### config.mk
export PLATFORM = sky130hd
export DESIGN_NAME = legendre_symbol_euler_flat
export DESIGN_NICKNAME = d
export VERILOG_FILES = /design/src/rtl/lse_pkg.sv /design/src/rtl/lse_if.sv /design/src/rtl/legendre_symbol_euler.sv /design/src/rtl/lse_rem.sv /design/src/flat_wrapper.sv
export SDC_FILE = /design/constraint.sdc
export NUM_CORES = 2
export LEC_CHECK = 0
export BUFFER_PORTS_ARGS = -buffer_cell sky130_fd_sc_hd__buf_2
export CAP_MARGIN = 0
export CORE_ASPECT_RATIO = 0.9
export CORE_MARGIN = 3
export CORE_UTILIZATION = 40
export CTS_BUF_LIST = sky130_fd_sc_hd__clkbuf_2 sky130_fd_sc_hd__clkbuf_4 sky130_fd_sc_hd__clkbuf_8
export CTS_CLUSTER_SIZE = 20
export DETAILED_ROUTE_END_ITERATION = 10
export SLEW_MARGIN = 20
export SYNTH_ARGS = -nofsm -noshare
export SYNTH_HDL_FRONTEND = slang
export SYNTH_SLANG_ARGS = --single-unit
### constraint.sdc
create_clock -name clk -period 20.5 [get_ports clk]
set_input_delay 1.025 -clock clk [delete_from_list [all_inputs] [get_ports clk]]
set_output_delay 1.025 -clock clk [all_outputs]
set_load 0.02 [all_outputs]
### src/rtl/lse_pkg.sv
`default_nettype none
package lse_pkg;
  localparam int unsigned FieldW = 31;
  localparam int unsigned ProdW = 2 * FieldW;

  localparam logic [1:0] VERDICT_ZERO       = 2'd0;
  localparam logic [1:0] VERDICT_RESIDUE    = 2'd1;
  localparam logic [1:0] VERDICT_NONRESIDUE = 2'd2;
  localparam logic [1:0] VERDICT_NOT_PRIME  = 2'd3;

  typedef logic [FieldW-1:0] field_t;
  typedef logic [ProdW-1:0] prod_t;

  // remainder unit request and response
  typedef struct packed {
    logic  start;
    prod_t dividend;
    field_t divisor;
  } rem_req_t;

  typedef struct packed {
    logic   done;
    field_t rem;
  } rem_rsp_t;
endpackage
`default_nettype wire

### src/rtl/lse_if.sv
`default_nettype none
interface lse_in_if (input wire logic clk);
  logic                 valid;
  logic                 ready;
  logic [30:0]          residue_value;
  logic [30:0]          modulus;
  modport source (output valid, residue_value, modulus, input ready);
  modport sink (input valid, residue_value, modulus, output ready);
endinterface

interface lse_out_if (input wire logic clk);
  logic        valid;
  logic        ready;
  logic [1:0]  verdict;
  logic [30:0] euler_power;
  modport source (output valid, verdict, euler_power, input ready);
  modport sink (input valid, verdict, euler_power, output ready);
endinterface
`default_nettype wire

### src/rtl/legendre_symbol_euler.sv
`default_nettype none
// Legendre symbol of a modulo p by Euler's criterion. One beat in, one beat
// out; in_ready is low while an item is worked. All arithmetic runs through
// one shared restoring remainder unit, fed by one shared multiplier. An
// item costs one remainder for a mod p, then one per trial divisor d = 2..
// while d*d <= p (the d*d compare uses the same multiplier that forms the
// dividend), then up to two per exponent bit, so the work is far less when
// p is small or has a small factor. The result is held in an output
// register until taken, and the next item may be accepted and worked
// meanwhile.
module legendre_symbol_euler (
  input  wire logic clk,
  input  wire logic rst_n,
  lse_in_if.sink    in_ch,
  lse_out_if.source out_ch
);
  import lse_pkg::*;

  localparam logic [2:0] S_IDLE  = 3'd0;
  localparam logic [2:0] S_AMOD  = 3'd1;
  localparam logic [2:0] S_TRIAL = 3'd2;
  localparam logic [2:0] S_MUL   = 3'd3;
  localparam logic [2:0] S_SQR   = 3'd4;
  localparam logic [2:0] S_WAIT  = 3'd5;
  localparam logic [2:0] S_OUT   = 3'd6;

  logic [2:0] st_r, st_nxt, ret_r, ret_nxt;
  field_t     p_r, p_nxt, b_r, b_nxt, acc_r, acc_nxt, e_r, e_nxt;
  field_t     d_r, d_nxt;
  logic [1:0] vd_r, vd_nxt;
  field_t     pw_r, pw_nxt;
  logic       ov_r, ov_nxt;
  logic [1:0] ovd_r, ovd_nxt;
  field_t     opw_r, opw_nxt;
  rem_req_t   req;
  rem_rsp_t   rsp;
  field_t     mul_x, mul_y;
  prod_t      prod;

  lse_rem u_rem (.clk(clk), .rst_n(rst_n), .req(req), .rsp(rsp));

  // pick multiplier operands: d*d in trial, acc*b or b*b in exponent steps
  always_comb begin
    mul_x = b_r;
    mul_y = b_r;
    if (st_r == S_TRIAL) begin
      mul_x = d_r;
      mul_y = d_r;
    end else if (ret_r != S_MUL && e_r[0]) begin
      mul_x = acc_r;
    end
  end

  assign prod = prod_t'(mul_x) * prod_t'(mul_y);

  // sequencer: each arithmetic step launches the remainder unit and waits for it
  always_comb begin
    st_nxt  = st_r;  ret_nxt = ret_r;
    p_nxt   = p_r;   b_nxt   = b_r;   acc_nxt = acc_r;
    e_nxt   = e_r;   d_nxt   = d_r;
    vd_nxt  = vd_r;  pw_nxt  = pw_r;  ov_nxt  = ov_r;
    ovd_nxt = ovd_r; opw_nxt = opw_r;
    req     = '0;
    if (ov_r && out_ch.ready) ov_nxt = 1'b0;
    case (st_r)
      S_IDLE: begin
        if (in_ch.valid) begin
          p_nxt = in_ch.modulus;
          if (in_ch.modulus < field_t'(2)) begin
            vd_nxt = VERDICT_NOT_PRIME; pw_nxt = '0; st_nxt = S_OUT;
          end else begin
            req.start = 1'b1; req.dividend = prod_t'(in_ch.residue_value);
            req.divisor = in_ch.modulus;
            ret_nxt = S_AMOD; st_nxt = S_WAIT;
          end
        end
      end
      S_WAIT: if (rsp.done) st_nxt = ret_r;
      S_AMOD: begin
        if (rsp.rem == '0) begin
          vd_nxt = VERDICT_ZERO; pw_nxt = '0; st_nxt = S_OUT;
        end else begin
          b_nxt = rsp.rem; d_nxt = field_t'(2);
          st_nxt = S_TRIAL; ret_nxt = S_IDLE;
        end
      end
      S_TRIAL: begin
        // ret_r==S_TRIAL marks a finished divide for d_r-1
        if (ret_r == S_TRIAL && rsp.rem == '0) begin
          vd_nxt = VERDICT_NOT_PRIME; pw_nxt = '0; st_nxt = S_OUT;
        end else if (prod > prod_t'(p_r)) begin
          acc_nxt = field_t'(1); e_nxt = p_r >> 1; ret_nxt = S_IDLE;
          st_nxt = S_MUL;
        end else begin
          req.start = 1'b1; req.dividend = prod_t'(p_r); req.divisor = d_r;
          d_nxt = d_r + field_t'(1); ret_nxt = S_TRIAL; st_nxt = S_WAIT;
        end
      end
      S_MUL: begin
        // returning from a multiply stores acc, then square
        if (ret_r == S_MUL) acc_nxt = rsp.rem;
        if (ret_r == S_SQR) b_nxt = rsp.rem;
        if (ret_r != S_MUL && e_r == '0) begin
          pw_nxt = acc_r;
          vd_nxt = (acc_r == field_t'(1)) ? VERDICT_RESIDUE : VERDICT_NONRESIDUE;
          st_nxt = S_OUT;
        end else if (ret_r != S_MUL && e_r[0]) begin
          req.start = 1'b1; req.dividend = prod;
          req.divisor = p_r; ret_nxt = S_MUL; st_nxt = S_WAIT;
        end else begin
          req.start = 1'b1; req.dividend = prod;
          req.divisor = p_r; e_nxt = e_r >> 1; ret_nxt = S_SQR; st_nxt = S_WAIT;
        end
      end
      S_SQR: begin
        b_nxt = rsp.rem; ret_nxt = S_SQR; st_nxt = S_MUL;
      end
      S_OUT: begin
        // load the output register once the previous beat is gone
        if (!ov_r || out_ch.ready) begin
          ov_nxt = 1'b1; ovd_nxt = vd_r; opw_nxt = pw_r; st_nxt = S_IDLE;
        end
      end
      default: st_nxt = S_IDLE;
    endcase
  end

  always_ff @(posedge clk) begin
    if (!rst_n) begin
      st_r <= S_IDLE; ret_r <= S_IDLE; ov_r <= 1'b0;
    end else begin
      st_r <= st_nxt; ret_r <= ret_nxt; ov_r <= ov_nxt;
    end
    p_r <= p_nxt; b_r <= b_nxt; acc_r <= acc_nxt; e_r <= e_nxt; d_r <= d_nxt;
    vd_r <= vd_nxt; pw_r <= pw_nxt; ovd_r <= ovd_nxt; opw_r <= opw_nxt;
  end

  assign in_ch.ready        = (st_r == S_IDLE);
  assign out_ch.valid       = ov_r;
  assign out_ch.verdict     = ovd_r;
  assign out_ch.euler_power = opw_r;

  a_power_zero: assert property (@(posedge clk) disable iff (!rst_n)
    ov_r && (ovd_r == VERDICT_ZERO || ovd_r == VERDICT_NOT_PRIME) |-> opw_r == '0)
    else $error("power not cleared");
  a_residue_one: assert property (@(posedge clk) disable iff (!rst_n)
    ov_r && ovd_r == VERDICT_RESIDUE |-> opw_r == field_t'(1)) else $error("bad residue");
  a_hold: assert property (@(posedge clk) disable iff (!rst_n)
    ov_r && !out_ch.ready |=> ov_r && $stable(ovd_r) && $stable(opw_r))
    else $error("result lost");
endmodule
`default_nettype wire

### src/rtl/lse_rem.sv
`default_nettype none
// Restoring remainder: one quotient bit per cycle.
module lse_rem (
  input  wire logic              clk,
  input  wire logic              rst_n,
  input  wire lse_pkg::rem_req_t req,
  output lse_pkg::rem_rsp_t      rsp
);
  import lse_pkg::*;

  localparam int unsigned CntW = $clog2(ProdW + 1);

  logic              busy_r, busy_nxt;
  logic [CntW-1:0]   cnt_r, cnt_nxt;
  prod_t             num_r, num_nxt;
  logic [FieldW:0]   part_r, part_nxt;
  field_t            div_r;
  logic              done_r, done_nxt;
  logic [FieldW+1:0] shifted;
  logic [FieldW+1:0] diff;

  // shift in one dividend bit and try a subtract
  always_comb begin
    shifted  = {part_r, num_r[ProdW-1]};
    diff     = shifted - {2'b00, div_r};
    busy_nxt = busy_r;
    cnt_nxt  = cnt_r;
    num_nxt  = num_r;
    part_nxt = part_r;
    done_nxt = 1'b0;
    if (req.start) begin
      busy_nxt = 1'b1;
      cnt_nxt  = CntW'(ProdW);
      num_nxt  = req.dividend;
      part_nxt = '0;
    end else if (busy_r) begin
      num_nxt  = {num_r[ProdW-2:0], 1'b0};
      part_nxt = diff[FieldW+1] ? shifted[FieldW:0] : diff[FieldW:0];
      cnt_nxt  = cnt_r - CntW'(1);
      if (cnt_r == CntW'(1)) begin
        busy_nxt = 1'b0;
        done_nxt = 1'b1;
      end
    end
  end

  always_ff @(posedge clk) begin
    if (!rst_n) begin
      busy_r <= 1'b0;
      done_r <= 1'b0;
      cnt_r  <= '0;
    end else begin
      busy_r <= busy_nxt;
      done_r <= done_nxt;
      cnt_r  <= cnt_nxt;
    end
    num_r  <= num_nxt;
    part_r <= part_nxt;
    if (req.start) div_r <= req.divisor;
  end

  assign rsp.done = done_r;
  assign rsp.rem  = part_r[FieldW-1:0];

  // done pulses exactly once after a run
  a_done_pulse: assert property (@(posedge clk) disable iff (!rst_n)
    done_r |=> !done_r) else $error("done held");
  a_no_restart: assert property (@(posedge clk) disable iff (!rst_n)
    busy_r && cnt_r != CntW'(1) |=> busy_r || req.start) else $error("busy dropped");
  a_rem_lt_div: assert property (@(posedge clk) disable iff (!rst_n)
    done_r |-> part_r < {1'b0, div_r}) else $error("remainder too large");
endmodule
`default_nettype wire
### src/flat_wrapper.sv
// flat-port wrapper written by rule: the top's interface ports become plain ports
module legendre_symbol_euler_flat import lse_pkg::*;
  (clk, rst_n, in_ch_valid, in_ch_residue_value, in_ch_modulus, in_ch_ready, out_ch_valid, out_ch_verdict, out_ch_euler_power, out_ch_ready);
  lse_in_if in_ch_i (.clk(clk));
  lse_out_if out_ch_i (.clk(clk));
  input  wire logic clk;
  input  wire logic rst_n;
  input wire logic [$bits(in_ch_i.valid)-1:0] in_ch_valid;
  input wire logic [$bits(in_ch_i.residue_value)-1:0] in_ch_residue_value;
  input wire logic [$bits(in_ch_i.modulus)-1:0] in_ch_modulus;
  output wire logic [$bits(in_ch_i.ready)-1:0] in_ch_ready;
  output wire logic [$bits(out_ch_i.valid)-1:0] out_ch_valid;
  output wire logic [$bits(out_ch_i.verdict)-1:0] out_ch_verdict;
  output wire logic [$bits(out_ch_i.euler_power)-1:0] out_ch_euler_power;
  input wire logic [$bits(out_ch_i.ready)-1:0] out_ch_ready;
  assign in_ch_i.valid = in_ch_valid;
  assign in_ch_i.residue_value = in_ch_residue_value;
  assign in_ch_i.modulus = in_ch_modulus;
  assign in_ch_ready = in_ch_i.ready;
  assign out_ch_valid = out_ch_i.valid;
  assign out_ch_verdict = out_ch_i.verdict;
  assign out_ch_euler_power = out_ch_i.euler_power;
  assign out_ch_i.ready = out_ch_ready;
  legendre_symbol_euler u_core (.clk(clk), .rst_n(rst_n), .in_ch(in_ch_i), .out_ch(out_ch_i));
endmodule
Yosys cells after proc, flatten, opt, wreduce, memory -nomap -nowiden
Index checks and enable logic that the tools add are counted.
{"block": "totals", "out_inout_bits": 35, "register_bits": 361, "input_bits": 66, "word_cells": 148}
{"block": "op_classes", "order_cmp": 2, "mux": 67, "n_eq_ne": 28, "bitwise_logic": 2, "multipliers": 1, "addsub": 3, "n_reduce_logical": 26}
{"operator": "$mux W31", "n": 20}
{"operator": "$mux W94", "n": 5}
{"operator": "$pmux W94 S3", "n": 1}
{"operator": "$pmux W31 S2", "n": 3}
{"operator": "$mux W62", "n": 2}
{"operator": "$pmux W31 S4", "n": 1}
{"operator": "$pmux W31 S3", "n": 1}
{"operator": "$gt A62 B31 Y1", "n": 1}
{"operator": "$logic_not A31 Y1", "n": 2}
{"operator": "$mul A31 B31 Y62", "n": 1}
{"operator": "$mux W3", "n": 12}
{"operator": "$sub A33 B31 Y33", "n": 1}
{"operator": "$mux W32", "n": 1}
{"operator": "$add A31 B1 Y31 const B", "n": 1}
{"operator": "$eq A31 B1 Y1 const B", "n": 1}
{"operator": "$lt A31 B2 Y1 const B", "n": 1}
{"operator": "$pmux W3 S7", "n": 1}
{"operator": "$ne A2 B2 Y1 const B", "n": 10}
{"operator": "$mux W2", "n": 9}
{"operator": "$pmux W3 S5", "n": 1}
{"operator": "$eq A3 B2 Y1 const B", "n": 4}
{"operator": "$eq A3 B3 Y1 const B", "n": 4}
{"operator": "$mux W6", "n": 2}
{"operator": "$ne A2 B1 Y1 const B", "n": 6}
{"operator": "other kinds (22)", "n": 38}

Depth between registers and ports, before layout
{"block": "logic_depth", "word_depth": 10, "mapped_depth": 47, "depth_no_buf": 41}

Modules after synthesis
Synthesis repeated with hierarchy kept, for this count alone.
{"block": "unflattened", "hier_cells": 5437, "area_unflattened_um2": 50138.1}
{"module": "legendre_symbol_euler", "seq_area_each_um2": 6746.5, "cells_each": 4728, "area_each_um2": 42588.3, "n_inst": 1}
{"module": "lse_rem", "seq_area_each_um2": 3593.4, "cells_each": 709, "area_each_um2": 7549.7, "n_inst": 1}

Worst setup path after synthesis
OpenSTA, ideal clock, no wires.
{"block": "synth_path", "path_type": "flip-flop to flip-flop", "startpoint": "register u_core.st_r[1]", "endpoint": "register u_core.u_rem.num_r[0] (enable)", "period_less_slack_ns": 11.923, "setup_time_ns": 0.422, "t_arrival_ns": 11.501, "stages_incl_launch_ff": 39, "setup_slack_ns": 8.577, "required_time_ns": 20.078, "n_path_buf": 6, "cell_sequence": "dfxtp_1 clkbuf_1 clkinv_1 nor3_1 clkbuf_1 clkbuf_1 o21a_1 clkbuf_1 clkbuf_1 nor2_1 fa_1 inv_1 fa_1 inv_1 fa_1 inv_1 fa_1 inv_1 (+3 left out) fa_1 ha_1 nand4_1 or4_1 o211ai_1 xor2_1 ha_1 a21o_1 a21o_1 a221oi_1 o21ai_0 a22oi_1 o2111ai_1 and4b_1 nand4_2 nor3_4 buf_4 or3_1"}
{"block": "synth_via", "elab_chain_cells": 8, "elab_cells_between_ends": 11, "classes_between": "mul: 1; order compare: 1; eq/ne: 2; mux: 5; reduce/logical: 2"}
{"element": "from (decl)", "line": "legendre_symbol_euler.sv:27", "text": "logic [2:0] st_r, st_nxt, ret_r, ret_nxt;"}
{"element": "from (signal assigned)", "line": "legendre_symbol_euler.sv:132", "text": "st_r <= st_nxt; ret_r <= ret_nxt; ov_r <= ov_nxt;"}
{"element": "$eq A3 B2 Y1", "line": "legendre_symbol_euler.sv:46, legendre_symbol_euler.sv:65"}
{"element": "$mux W31", "line": "legendre_symbol_euler.sv:46", "text": "if (st_r == S_TRIAL) begin"}
{"element": "$mul A31 B31 Y62", "line": "legendre_symbol_euler.sv:54", "text": "assign prod = prod_t'(mul_x) * prod_t'(mul_y);"}
{"element": "$gt A62 B31 Y1", "line": "legendre_symbol_euler.sv:91", "text": "end else if (prod > prod_t'(p_r)) begin"}
{"element": "$mux W94", "line": "legendre_symbol_euler.sv:91"}
{"element": "$mux W94", "line": "legendre_symbol_euler.sv:89", "text": "if (ret_r == S_TRIAL && rsp.rem == '0) begin"}
{"element": "$pmux W94 S3 *", "line": "legendre_symbol_euler.sv:65", "text": "case (st_r)"}
{"element": "$reduce_bool A2 Y1 (no line) *"}
{"element": "to (signal assigned)", "line": "lse_rem.sv:57", "text": "num_r <= num_nxt;"}
{"element": "to (decl)", "line": "lse_rem.sv:15", "text": "prod_t num_r, num_nxt;"}
Mark *: on every way between the ends. The rest lies on a longest branch, timed or not.
A chain may end at the register's enable or synchronous reset.

==> results.py <==
metrics = {
    "cells_and_area": {
        "drive_above_1_share": 0.0664,
        "area_growth_pct": 6.86,
        "largestRegisters": "u_core.u_rem.num_r: 62 flops, u_core.u_rem.part_r: 32 flops",
        "layout_commonest_cell": "nand2_1",
        "layout_common_cells": "nand2_1 (910), inv_1 (886), fa_1 (838), nor2_1 (528), ha_1 (320)",
        "multiInputGateArea_um2": 35000,
        "regArea_um2": 10300,
        "final_nets": 6588,
        "final_cell_area_um2": 53000,
        "largest_register": "u_core.u_rem.num_r",
        "n_fill_cell": 11998,
        "largest_reg_flops": 62,
    },
    "die": {
        "io_pins": 101,
        "row_count": 121,
        "die_w_um": 377,
        "die_area_um2": 128000,
        "initial_core_util": 0.407,
        "fp.dieH_um": 340,
        "core_area_um2": 122000,
    },
    "synth": {
        "synth_edf_count": 313,
        "syn_area_per_cell_um2": 9.18,
        "synth-seq-area-share": 0.208,
        "async_flop_share": 0,
        "syn-cell-area_um2": 49600,
        "synth_cell_types": 79,
        "synthFlopType": "edfxtp_1",
        "synthCells": 5403,
        "ys_seq_elements": 360,
        "syn_nets": 6627,
        "yosys_warnings": 0,
    },
    "clocking": {
        "htreeDepth": 2,
        "clkSinkCount": 360,
        "cts_buffers": 54,
        "cts_tree": "done",
        "cts_resized": 0,
        "clock_latency_ps": 660,
        "clkTransAtPathRegs_ps": 70,
        "postCtsHoldBufs": 0,
        "cts_max_path_buffers": 3,
        "cts_setup_buffers": 0,
        "cts.root.buffer_cell": "clkbuf_8",
    },
    "setup_path": {
        "cp_slowest_cell": "buf_4",
        "required_ps": 20760,
        "crit_path_end_kind": "flop",
        "max_stage_delay_ps": 780,
        "critPathMostFrequentCell": "fa_1",
        "startpoint_type": "flop",
        "criticalPathCategory": "flop to flop",
        "critPathArrivalTime_ps": 15160,
        "cp_max_fo": 76,
    },
    "timing": {
        "tightest_slew_ps": 1260,
        "tns_ps": 0,
        "setup-violations-final": 0,
        "max_freq_ghz": 0.0671,
        "rsz0062_at_grt": "no",
        "slew_headroom": 0.162,
        "maxSlewViolCount": 0,
        "hold_violations": 0,
        "fin_crit_ps": 14910,
        "finalCritPeriodShare": 0.727,
        "skew_ps": 62.1,
    },
    "grt": {
        "track_usage": 0.278,
        "grt_overflow": 0,
        "antenna_found_initial": 2,
        "grt_max_degree": 123,
        "grt_pass1_vias": 39783,
        "grt_pass1_wl_mm": 266,
    },
    "drt": {
        "drt-initial-drc-count": 4475,
        "vias": 39810,
        "drtPass1Iterations": 6,
        "via_per_inst": 5.68,
        "drc": 0,
        "drt-total-wl_mm": 178,
        "ant_nets": 0,
        "wl_per_cell_um": 25.4,
    },
    "run_status": {
        "outcome": "finished, final reports clean",
    },
    "place": {
        "place.gp.congestion": 1.05,
        "portBuffers": 100,
        "place_area_um2": 51800,
        "dpl.hpwl_mm": 141,
    },
    "job": {
        "maxCapViolCount": 0,
    },
    "worst_hold_path": {
        "hold_class": "flop to flop",
    },
}
==> critical path: cells and delay by family (launching register included) <==
kind	cells	cell delay, ps
adders and majority gates	10	4880
buffers and inverters	8	3360
DFF	1	680
AOI/OAI and AO/OA	7	1540
xor gates and xnor gates	1	350
and+or+nand+nor	10	3520
==> cell families (layout without fill, tap and decap cells) <==
kind of cell,after synthesis,after routing,share of synthesized area
and+or+nand+nor,1832,1832,0.157
xor gates and xnor gates,108,108,0.0191
AOI/OAI and AO/OA,684,684,0.0888
DFF,360,360,0.208
other,0,3,0
muxes,91,91,0.0189
buffers and inverters,1170,1176,0.0893
adders and majority gates,1158,1158,0.419
==> Yosys cell counts (6+ instances only) <==
cell / count / share of area
buf_1: 22 / 0.0017
nand2b_1: 18 / 0.0023
xnor2_1: 59 / 0.010
o31a_1: 26 / 0.0046
mux2i_1: 68 / 0.014
nor2b_1: 13 / 0.0016
o211ai_1: 11 / 0.0017
o21bai_1: 20 / 0.0030
and4_1: 6 / 0.0011
nor3b_1: 6 / 0.00091
ha_1: 320 / 0.081
o21ai_0: 185 / 0.019
a21boi_0: 7 / 0.0011
a22o_1: 7 / 0.0012
and3_1: 15 / 0.0019
xor2_1: 49 / 0.0086
and2_1: 95 / 0.012
o22ai_1: 12 / 0.0015
or3_1: 19 / 0.0024
nand4_1: 36 / 0.0045
a31oi_1: 37 / 0.0047
inv_1: 887 / 0.067
o21a_1: 44 / 0.0067
nor4_1: 40 / 0.0050
a22oi_1: 29 / 0.0044
a311oi_1: 6 / 0.0011
fa_1: 838 / 0.34
a21o_1: 69 / 0.010
dfxtp_1: 47 / 0.019
edfxtp_1: 313 / 0.19
nand3_1: 48 / 0.0048
a21oi_1: 121 / 0.012
nand2_1: 913 / 0.069
nor3_1: 66 / 0.0067
o21ai_1: 24 / 0.0024
clkbuf_1: 241 / 0.018
a211oi_1: 22 / 0.0033
a2111oi_0: 6 / 0.0011
a221oi_1: 6 / 0.0011
mux2_2: 22 / 0.0050
o31ai_1: 8 / 0.0012
buf_2: 14 / 0.0014
nor2_1: 532 / 0.040
==> layer usage <==
layer	global-route usage	share of wire	vias to the layer above
met4	0.0996	0.043	2
met1	0.407	0.43	20169
li1	-	-	17116
met3	0.0695	0.11	382
met2	0.396	0.41	2141
met5	0	0.000073	-
==> area by class of cell <==
class                   instances  area share
clock inverters                19     0.00288
clock buffers                  82      0.0188
repair buffers                187      0.0223
multi-input cells            3873       0.660
inverters                     888      0.0629
well taps                    1599      0.0377
diodes                          3    0.000142
flip-flops and latches        360       0.195
==> path summary, 6_finish.rpt <==
check | from | end | slack (ps) | depth (start not counted)
worst max-delay path | u_core.st_r[1]$_SDFFE_PN0P_ | u_core.u_rem.div_r[19]$_DFFE_PP_ | 5590 | 36
worst min-delay path | u_core.pw_r[6]$_SDFFCE_PN0P_ | u_core.out_ch.euler_power[6]$_DFFE_PP_ | 410 | 0
worst max register to register | u_core.st_r[1]$_SDFFE_PN0P_ | u_core.u_rem.div_r[19]$_DFFE_PP_ | 5590 | 36
worst min register to register | u_core.pw_r[6]$_SDFFCE_PN0P_ | u_core.out_ch.euler_power[6]$_DFFE_PP_ | 410 | 0
==> through the flow <==
stage               hold WS [ps]  cells  worst slack (ps)  utilization
finish                       413   7011              5590        0.435
global route                 420   7008              4910        0.435
CTS                          415   7006              5760        0.434
detailed placement           405   6905              5860        0.425
global placement             403   6903              5880        0.424
floorplan                    400   5403              8580            -
Power is left out: the tool's default activity adds up to more than one toggle a clock period on the data nets, which glitch-free logic cannot reach.
